--- src/rtl/core/famf_pkg.sv ---
// Shared constants and types for the flow average and median filter.
package famf_pkg;

    localparam int DATA_W       = 16;
    localparam int MODE_W       = 2;
    localparam int AVG_TAPS     = 20;
    localparam int MED_TAPS     = 11;

    localparam int AVG_IDX_W    = $clog2(AVG_TAPS);
    localparam int MED_IDX_W    = $clog2(MED_TAPS);
    localparam int CNT_W        = (AVG_IDX_W > MED_IDX_W) ? AVG_IDX_W : MED_IDX_W;
    localparam int MED_CNT_W    = $clog2(MED_TAPS + 1);
    localparam int MED_RANK     = MED_TAPS / 2;

    localparam int SUM_W        = DATA_W + AVG_IDX_W;
    localparam int RECIP_SHIFT  = SUM_W + AVG_IDX_W;
    localparam int RECIP_W      = SUM_W + 1;
    localparam int PROD_W       = SUM_W + RECIP_W;
    localparam logic [RECIP_W-1:0] RECIP =
        RECIP_W'(((64'd1 << RECIP_SHIFT) + 64'(AVG_TAPS) - 64'd1) / 64'(AVG_TAPS));

    typedef enum logic [1:0] {
        MODE_OFF    = 2'd0,
        MODE_AVG    = 2'd1,
        MODE_MED    = 2'd2,
        MODE_UNUSED = 2'd3
    } mode_t;

    typedef enum logic [2:0] {
        ST_IDLE,
        ST_AVG_SUM,
        ST_AVG_ABS,
        ST_AVG_MUL,
        ST_AVG_DIV,
        ST_MED_SCAN,
        ST_DONE
    } state_t;

endpackage

--- src/rtl/core/flow_average_median_filter_top.sv ---
// Top level of the two-channel flow smoother with moving average and moving median.
// Average mode: one ring entry per cycle goes through the accumulator, then magnitude,
// reciprocal multiply and sign.
// Median mode: one candidate per cycle is ranked against all ring entries.
// Modes zero and three give nothing. A new item is taken only while the block is idle.
// A stalled result holds the block. Reset clears rings, slots and output valid, mode average.
module flow_average_median_filter_top (
    input  logic                              clk,
    input  logic                              rst_n,
    input  logic                              in_valid,
    output logic                              in_stall,
    input  logic signed [famf_pkg::DATA_W-1:0] flow_x,
    input  logic signed [famf_pkg::DATA_W-1:0] flow_y,
    input  logic                              sample_valid,
    output logic                              out_valid,
    input  logic                              out_stall,
    output logic signed [famf_pkg::DATA_W-1:0] filtered_x,
    output logic signed [famf_pkg::DATA_W-1:0] filtered_y,
    input  logic                              cfg_valid,
    output logic                              cfg_ready,
    input  logic [famf_pkg::MODE_W-1:0]       cfg_data
);

    famf_pkg::state_t state_reg, state_next;
    logic [famf_pkg::MODE_W-1:0] mode_reg, mode_next;

    logic signed [famf_pkg::DATA_W-1:0] avg_ring_x_reg [famf_pkg::AVG_TAPS];
    logic signed [famf_pkg::DATA_W-1:0] avg_ring_y_reg [famf_pkg::AVG_TAPS];
    logic signed [famf_pkg::DATA_W-1:0] med_ring_x_reg [famf_pkg::MED_TAPS];
    logic signed [famf_pkg::DATA_W-1:0] med_ring_y_reg [famf_pkg::MED_TAPS];
    logic [famf_pkg::AVG_IDX_W-1:0] avg_slot_reg, avg_slot_next;
    logic [famf_pkg::MED_IDX_W-1:0] med_slot_reg, med_slot_next;

    logic [famf_pkg::CNT_W-1:0] idx_reg, idx_next;
    logic signed [famf_pkg::SUM_W-1:0] sum_x_reg, sum_x_next, sum_y_reg, sum_y_next;
    logic [famf_pkg::SUM_W-1:0] mag_x_reg, mag_x_next, mag_y_reg, mag_y_next;
    logic neg_x_reg, neg_x_next, neg_y_reg, neg_y_next;
    logic [famf_pkg::PROD_W-1:0] prod_x_reg, prod_x_next, prod_y_reg, prod_y_next;
    logic signed [famf_pkg::DATA_W-1:0] res_x_reg, res_x_next, res_y_reg, res_y_next;
    logic found_x_reg, found_x_next, found_y_reg, found_y_next;
    logic out_valid_reg, out_valid_next;
    logic signed [famf_pkg::DATA_W-1:0] out_x_reg, out_x_next, out_y_reg, out_y_next;

    logic accept;
    logic load_out;
    logic last_avg;
    logic last_med;
    logic signed [famf_pkg::DATA_W-1:0] sx;
    logic signed [famf_pkg::DATA_W-1:0] sy;
    logic signed [famf_pkg::DATA_W-1:0] avg_ent_x, avg_ent_y, cand_x, cand_y;
    logic [famf_pkg::MED_TAPS-1:0] lt_x, le_x, lt_y, le_y;
    logic [famf_pkg::MED_CNT_W-1:0] less_x, leq_x, less_y, leq_y;
    logic hit_x, hit_y;
    logic [famf_pkg::DATA_W-1:0] q_x, q_y;

    assign accept    = in_valid && !in_stall;
    assign cfg_ready = 1'b1;
    assign out_valid = out_valid_reg;
    assign filtered_x = out_x_reg;
    assign filtered_y = out_y_reg;
    assign last_avg  = (idx_reg == famf_pkg::CNT_W'(famf_pkg::AVG_TAPS - 1));
    assign last_med  = (idx_reg == famf_pkg::CNT_W'(famf_pkg::MED_TAPS - 1));
    assign sx        = sample_valid ? flow_x : '0;
    assign sy        = sample_valid ? flow_y : '0;

    always_comb
    begin
        state_next = state_reg;
        unique case (state_reg)
            famf_pkg::ST_IDLE:
            begin
                if (accept && mode_reg == famf_pkg::MODE_AVG)
                begin
                    state_next = famf_pkg::ST_AVG_SUM;
                end
                else if (accept && mode_reg == famf_pkg::MODE_MED)
                begin
                    state_next = famf_pkg::ST_MED_SCAN;
                end
            end
            famf_pkg::ST_AVG_SUM:
            begin
                if (last_avg)
                begin
                    state_next = famf_pkg::ST_AVG_ABS;
                end
            end
            famf_pkg::ST_AVG_ABS:  state_next = famf_pkg::ST_AVG_MUL;
            famf_pkg::ST_AVG_MUL:  state_next = famf_pkg::ST_AVG_DIV;
            famf_pkg::ST_AVG_DIV:  state_next = famf_pkg::ST_DONE;
            famf_pkg::ST_MED_SCAN:
            begin
                if (last_med)
                begin
                    state_next = famf_pkg::ST_DONE;
                end
            end
            famf_pkg::ST_DONE:
            begin
                if (!out_valid_reg || !out_stall)
                begin
                    state_next = famf_pkg::ST_IDLE;
                end
            end
            default: state_next = famf_pkg::ST_IDLE;
        endcase
    end

    always_comb
    begin
        in_stall = 1'b1;
        load_out = 1'b0;
        unique case (state_reg)
            famf_pkg::ST_IDLE: in_stall = 1'b0;
            famf_pkg::ST_DONE: load_out = !out_valid_reg || !out_stall;
            default:
            begin
                in_stall = 1'b1;
                load_out = 1'b0;
            end
        endcase
    end

    always_comb
    begin
        avg_ent_x = avg_ring_x_reg[idx_reg[famf_pkg::AVG_IDX_W-1:0]];
        avg_ent_y = avg_ring_y_reg[idx_reg[famf_pkg::AVG_IDX_W-1:0]];
        cand_x    = med_ring_x_reg[idx_reg[famf_pkg::MED_IDX_W-1:0]];
        cand_y    = med_ring_y_reg[idx_reg[famf_pkg::MED_IDX_W-1:0]];
        for (int j = 0; j < famf_pkg::MED_TAPS; j++)
        begin
            lt_x[j] = med_ring_x_reg[j] < cand_x;
            le_x[j] = med_ring_x_reg[j] <= cand_x;
            lt_y[j] = med_ring_y_reg[j] < cand_y;
            le_y[j] = med_ring_y_reg[j] <= cand_y;
        end
        less_x = famf_pkg::MED_CNT_W'($countones(lt_x));
        leq_x  = famf_pkg::MED_CNT_W'($countones(le_x));
        less_y = famf_pkg::MED_CNT_W'($countones(lt_y));
        leq_y  = famf_pkg::MED_CNT_W'($countones(le_y));
        hit_x  = (less_x <= famf_pkg::MED_CNT_W'(famf_pkg::MED_RANK)) &&
                 (leq_x > famf_pkg::MED_CNT_W'(famf_pkg::MED_RANK));
        hit_y  = (less_y <= famf_pkg::MED_CNT_W'(famf_pkg::MED_RANK)) &&
                 (leq_y > famf_pkg::MED_CNT_W'(famf_pkg::MED_RANK));
        q_x    = prod_x_reg[famf_pkg::RECIP_SHIFT +: famf_pkg::DATA_W];
        q_y    = prod_y_reg[famf_pkg::RECIP_SHIFT +: famf_pkg::DATA_W];
    end

    always_comb
    begin
        mode_next     = mode_reg;
        avg_slot_next = avg_slot_reg;
        med_slot_next = med_slot_reg;
        idx_next      = idx_reg;
        sum_x_next    = sum_x_reg;
        sum_y_next    = sum_y_reg;
        mag_x_next    = mag_x_reg;
        mag_y_next    = mag_y_reg;
        neg_x_next    = neg_x_reg;
        neg_y_next    = neg_y_reg;
        prod_x_next   = prod_x_reg;
        prod_y_next   = prod_y_reg;
        res_x_next    = res_x_reg;
        res_y_next    = res_y_reg;
        found_x_next  = found_x_reg;
        found_y_next  = found_y_reg;
        out_x_next    = out_x_reg;
        out_y_next    = out_y_reg;
        out_valid_next = out_valid_reg;

        if (cfg_valid && cfg_ready)
        begin
            mode_next = cfg_data;
        end

        if (out_valid_reg && !out_stall)
        begin
            out_valid_next = 1'b0;
        end

        unique case (state_reg)
            famf_pkg::ST_IDLE:
            begin
                idx_next     = '0;
                sum_x_next   = '0;
                sum_y_next   = '0;
                found_x_next = 1'b0;
                found_y_next = 1'b0;
                if (accept && mode_reg == famf_pkg::MODE_AVG)
                begin
                    avg_slot_next = (avg_slot_reg == famf_pkg::AVG_IDX_W'(famf_pkg::AVG_TAPS - 1))
                                    ? '0 : avg_slot_reg + 1'b1;
                end
                if (accept && mode_reg == famf_pkg::MODE_MED)
                begin
                    med_slot_next = (med_slot_reg == famf_pkg::MED_IDX_W'(famf_pkg::MED_TAPS - 1))
                                    ? '0 : med_slot_reg + 1'b1;
                end
            end
            famf_pkg::ST_AVG_SUM:
            begin
                sum_x_next = sum_x_reg +
                    {{(famf_pkg::SUM_W - famf_pkg::DATA_W){avg_ent_x[famf_pkg::DATA_W-1]}},
                     avg_ent_x};
                sum_y_next = sum_y_reg +
                    {{(famf_pkg::SUM_W - famf_pkg::DATA_W){avg_ent_y[famf_pkg::DATA_W-1]}},
                     avg_ent_y};
                idx_next = idx_reg + 1'b1;
            end
            famf_pkg::ST_AVG_ABS:
            begin
                neg_x_next = sum_x_reg[famf_pkg::SUM_W-1];
                neg_y_next = sum_y_reg[famf_pkg::SUM_W-1];
                mag_x_next = sum_x_reg[famf_pkg::SUM_W-1] ? -sum_x_reg : sum_x_reg;
                mag_y_next = sum_y_reg[famf_pkg::SUM_W-1] ? -sum_y_reg : sum_y_reg;
            end
            famf_pkg::ST_AVG_MUL:
            begin
                prod_x_next = famf_pkg::PROD_W'(mag_x_reg) * famf_pkg::PROD_W'(famf_pkg::RECIP);
                prod_y_next = famf_pkg::PROD_W'(mag_y_reg) * famf_pkg::PROD_W'(famf_pkg::RECIP);
            end
            famf_pkg::ST_AVG_DIV:
            begin
                res_x_next = neg_x_reg ? -q_x : q_x;
                res_y_next = neg_y_reg ? -q_y : q_y;
            end
            famf_pkg::ST_MED_SCAN:
            begin
                if (!found_x_reg && hit_x)
                begin
                    res_x_next   = cand_x;
                    found_x_next = 1'b1;
                end
                if (!found_y_reg && hit_y)
                begin
                    res_y_next   = cand_y;
                    found_y_next = 1'b1;
                end
                idx_next = idx_reg + 1'b1;
            end
            famf_pkg::ST_DONE:
            begin
                if (load_out)
                begin
                    out_x_next     = res_x_reg;
                    out_y_next     = res_y_reg;
                    out_valid_next = 1'b1;
                end
            end
            default:
            begin
                idx_next = '0;
            end
        endcase
    end

    always_ff @(posedge clk or negedge rst_n)
    begin
        if (!rst_n)
        begin
            state_reg     <= famf_pkg::ST_IDLE;
            mode_reg      <= famf_pkg::MODE_AVG;
            avg_slot_reg  <= '0;
            med_slot_reg  <= '0;
            idx_reg       <= '0;
            found_x_reg   <= 1'b0;
            found_y_reg   <= 1'b0;
            out_valid_reg <= 1'b0;
            for (int k = 0; k < famf_pkg::AVG_TAPS; k++)
            begin
                avg_ring_x_reg[k] <= '0;
                avg_ring_y_reg[k] <= '0;
            end
            for (int k = 0; k < famf_pkg::MED_TAPS; k++)
            begin
                med_ring_x_reg[k] <= '0;
                med_ring_y_reg[k] <= '0;
            end
        end
        else
        begin
            state_reg     <= state_next;
            mode_reg      <= mode_next;
            avg_slot_reg  <= avg_slot_next;
            med_slot_reg  <= med_slot_next;
            idx_reg       <= idx_next;
            found_x_reg   <= found_x_next;
            found_y_reg   <= found_y_next;
            out_valid_reg <= out_valid_next;
            if (accept && mode_reg == famf_pkg::MODE_AVG)
            begin
                avg_ring_x_reg[avg_slot_reg] <= sx;
                avg_ring_y_reg[avg_slot_reg] <= sy;
            end
            if (accept && mode_reg == famf_pkg::MODE_MED)
            begin
                med_ring_x_reg[med_slot_reg] <= sx;
                med_ring_y_reg[med_slot_reg] <= sy;
            end
        end
    end

    always_ff @(posedge clk)
    begin
        sum_x_reg  <= sum_x_next;
        sum_y_reg  <= sum_y_next;
        mag_x_reg  <= mag_x_next;
        mag_y_reg  <= mag_y_next;
        neg_x_reg  <= neg_x_next;
        neg_y_reg  <= neg_y_next;
        prod_x_reg <= prod_x_next;
        prod_y_reg <= prod_y_next;
        res_x_reg  <= res_x_next;
        res_y_reg  <= res_y_next;
        out_x_reg  <= out_x_next;
        out_y_reg  <= out_y_next;
    end

    a_avg_start: assert property (@(posedge clk) disable iff (!rst_n)
        (accept && mode_reg == famf_pkg::MODE_AVG) |=> (state_reg == famf_pkg::ST_AVG_SUM))
        else $error("Average item did not start the accumulation.");

    a_off_idle: assert property (@(posedge clk) disable iff (!rst_n)
        (accept && (mode_reg == famf_pkg::MODE_OFF || mode_reg == famf_pkg::MODE_UNUSED))
        |=> (state_reg == famf_pkg::ST_IDLE && $stable(avg_slot_reg) && $stable(med_slot_reg)))
        else $error("Item without filtering changed the filter state.");

    a_out_source: assert property (@(posedge clk) disable iff (!rst_n)
        $rose(out_valid_reg) |-> $past(state_reg == famf_pkg::ST_DONE))
        else $error("Result appeared outside the completion state.");

    a_slot_range: assert property (@(posedge clk) disable iff (!rst_n)
        (avg_slot_reg < famf_pkg::AVG_IDX_W'(famf_pkg::AVG_TAPS)) &&
        (med_slot_reg < famf_pkg::MED_IDX_W'(famf_pkg::MED_TAPS)))
        else $error("Ring slot out of range.");

endmodule

--- config.mk ---
export PLATFORM = sky130hd
export DESIGN_NAME = flow_average_median_filter_top
export DESIGN_NICKNAME = d
export VERILOG_FILES = /design/src/rtl/core/famf_pkg.sv /design/src/rtl/core/flow_average_median_filter_top.sv
export SDC_FILE = /design/constraint.sdc
export NUM_CORES = 2
export LEC_CHECK = 0
export BUFFER_PORTS_ARGS = -buffer_cell sky130_fd_sc_hd__buf_2
export CORE_ASPECT_RATIO = 1.75
export CORE_MARGIN = 4
export CORE_UTILIZATION = 65
export CTS_BUF_LIST = sky130_fd_sc_hd__clkbuf_8
export CTS_CLUSTER_DIAMETER = 150
export CTS_CLUSTER_SIZE = 14
export DETAILED_ROUTE_END_ITERATION = 10
export PLACE_DENSITY = 0.85
export SYNTH_ARGS = -nofsm -noshare
export SYNTH_HDL_FRONTEND = slang
export SYNTH_SLANG_ARGS = --single-unit
--- constraint.sdc ---
create_clock -name clk -period 13.3 [get_ports clk]
set_input_delay 2.66 -clock clk [delete_from_list [all_inputs] [get_ports clk]]
set_output_delay 2.66 -clock clk [all_outputs]
set_load 0.01 [all_outputs]
==> results.yml <==
clock_network:
  clk_pin_slew_ns: 0.11
  cts_hold_buf: 0
  cts_tree: "built"
  cts_resized: 0
  cts_num_sinks: 1196
  cts_setup_buffers: 0
  cts_buffer_depth: 3
  numCtsBuffers: 95
  cts.htree.levels: 3
  insertion_delay_ns: 0.86
  cts.root.buffer_cell: "clkbuf_8"
timing:
  fin_setup_tns_ns: 0
  finalCriticalPeriod_ns: 8.94
  fmax_ghz: 0.112
  slew_headroom_pct: 17.0
  finalSetupViolCount: 0
  slew_violations: 0
  hold_violations: 0
  rsz0062_at_grt: "false"
  fin_crit_sh_pct: 67.2
  worstMarginPinSlew_ns: 1.24
  skew_ns: 0.0543
worst_setup_path:
  regToRegStartpoint: "idx_reg[1]$_DFFE_PN0N_"
  cp_data_required_time_ns: 13.77
  reg2reg_depth: 24
  cp_slowest_cell: "dfrtp_4"
  crit_arrival_ns: 9.41
  worstReg2RegEnd: "res_y_reg[8]$_DFFE_PP_"
  crit_type: "register to register"
  worst-path-max-fanout: 53
  path_delay_family: "adder cells"
  path_buf_inv: 5
  end_kind: "register"
  rrSetupSlack_ns: 4.36
  startpoint_type: "register"
  crit_chain: "buf_4 > mux4_2 > mux2i_1 > nor2_1 > a21oi_1 > buf_4 > ha_1 > nand4_1 > nor3_1 > or4b_2 > o32ai_1 > nor2_1 > fa_1 > inv_1 > fa_1 > inv_1 > fa_1 > fa_1 > inv_1 > fa_1 > a22o_1 > o21ai_0 > a2111oi_0 > o21bai_2"
  max_stage_delay_ns: 0.82
  timing.critical_path.mode_cell: "fa_1"
floorplan:
  rows: 166
  ios: 75
  start_util_pct: 65.4
  core-area_sq_um: 117000
  dieArea_sq_um: 123000
  die_w_um: 267
  die_h_um: 462
hold_path:
  min_path_type: "register to register"
  hold_start: "res_x_reg[15]$_DFFE_PP_"
  hold_depth: 0
  min_to: "filtered_x[15]$_DFFE_PP_"
logic_synthesis:
  synth_top_area_share_pct: 33.2
  muxShareOfSynthArea_pct: 8.62
  synth_compound_area_share_pct: 13.1
  netlist_area_sq_um: 76400
  synth_seq_cells: 1196
  synth_seq_area_share_pct: 40.3
  synth_area_per_cell_sq_um: 10.4
  synth-xor-area-share_pct: 1.59
  synth_cells: 7316
  syn-num-nets: 8484
  ys_types: 69
  synth_simple_gate_area_share_pct: 9.59
  yosys_warnings: 0
  synth-edff-count: 182
  synth_top_family_by_area: "adder cells"
  synthAdderAreaFrac_pct: 21.7
  yosys-top-cells-area: "dfrtp_1 (33%), ha_1 (13%), fa_1 (8.5%), o21ai_0 (7.7%), mux4_2 (7.4%)"
  yosysTopAreaCell: "dfrtp_1"
  async_flop_share_pct: 84.8
  synth_flop_cell: "dfrtp_1"
global_route:
  grt_max_degree: 197
  grt_usage_pct: 35.3
  first_global_vias: 58800
  grt_pass1_wl_um: 333000
  grt_overflow_total: 0
  antenna_found_initial: 4
finish:
  fin_nets: 8351
  area_delta_synth_final_pct: 4.15
  multi_input_area_sq_um: 41900
  drive_gt1_share_pct: 8.24
  fill_cells: 8604
  final_common_cell: "nand2_1"
  seq_area_sq_um: 30900
  final_cell_mix: "nand2_1 (1184), o21ai_0 (1172), dfrtp_1 (1009), ha_1 (802), inv_1 (634)"
route:
  drt.antenna.violating_nets: 0
  drc_errors: 0
  wirelength_um: 214000
  first_iter_violations: 4538
  first_pass_iters: 6
  wire_per_inst_um: 24.5
  vias: 56000
  viasPerCell: 6.41
place:
  hpwl_um: 156000
  gp_congestion: 1.02
  port_buffers: 73
status:
  outcome: "finished clean"
run:
  drv_cap: 0
## kinds of logic (layout without fill, tap and decap cells)
| logic type | count (synthesis) | count (layout) |
|---|---|---|
| AOI/OAI and AO/OA | 1767 | 1767 |
| xor gates and xnor gates | 139 | 139 |
| adders and majority gates | 1128 | 1128 |
| buffers and inverters | 1017 | 911 |
| DFF | 1196 | 1196 |
| muxes | 342 | 342 |
| other | 1 | 4 |
| and+or+nand+nor | 1726 | 1726 |
## layer usage
| layer | vias up | GRT usage (%) | part of all wire (%) |
|---|---|---|---|
| met4 | 0 | 24.4 | 8.4 |
| met2 | 2293 | 61.4 | 51 |
| met5 | - | 0 | 0 |
| met1 | 27700 | 39.4 | 34 |
| li1 | 25100 | - | - |
| met3 | 905 | 6.10 | 6.5 |
## synthesized netlist by cell type, drive strengths merged (8+ instances only)
master / number
a21oi: 174
nand2b: 21
mux2: 11
o21a: 73
o41ai: 8
ha: 802
o21bai: 9
and3: 19
xor2: 33
inv: 613
dfrtp: 1013
or4: 11
a21o: 140
nor2: 165
nor2b: 57
o21ai: 1173
xnor2: 106
nand3: 55
a211oi: 25
mux2i: 79
edfxtp: 182
and2: 19
nand2: 1198
o211ai: 14
mux4: 252
or3: 24
a22o: 33
a31oi: 26
clkbuf: 346
or2: 8
o31ai: 25
fa: 326
buf: 58
nor3: 37
nand4: 87
## per-stage QoR
stage	std cells	util, %	hold WS [ns]	worst slack (ns)	cell area (sq um)
3_3_place_gp	8598	66.8	0.409	4.38	78100
2_1_floorplan	7316	-	0.400	5.04	76400
4_1_cts	8722	68.1	0.417	4.40	79600
5_1_grt	8723	68.1	0.433	3.93	79600
6_report	8725	68.1	0.417	4.36	79600
3_5_place_dp	8598	66.8	0.406	4.43	78100
## worst max path at each step
stage	start	endpoint	cells after the start
6_report	idx_reg[1]$_DFFE_PN0N_	res_y_reg[8]$_DFFE_PP_	24
5_1_grt	idx_reg[1]$_DFFE_PN0N_	res_y_reg[4]$_DFFE_PP_	23
4_1_cts	idx_reg[1]$_DFFE_PN0N_	res_y_reg[4]$_DFFE_PP_	24
3_5_place_dp	idx_reg[1]$_DFFE_PN0N_	res_y_reg[2]$_DFFE_PP_	24
3_3_place_gp	idx_reg[1]$_DFFE_PN0N_	res_y_reg[2]$_DFFE_PP_	24
2_1_floorplan	idx_reg[0]$_DFFE_PN0N_	res_y_reg[0]$_DFFE_PP_	28
## layout make-up
type / count / share of cell area (%)
multi-input combinational: 5103 / 52.6
clock buffer: 97 / 1.68
timing repair buffer: 174 / 1.52
antenna: 3 / 0.00943
inverter: 613 / 2.89
clock inverter: 27 / 0.196
sequential: 1196 / 38.8
tap: 1512 / 2.38
Power is left out: the tool's default activity adds up to more than one toggle a clock period on the data nets, which glitch-free logic cannot reach.
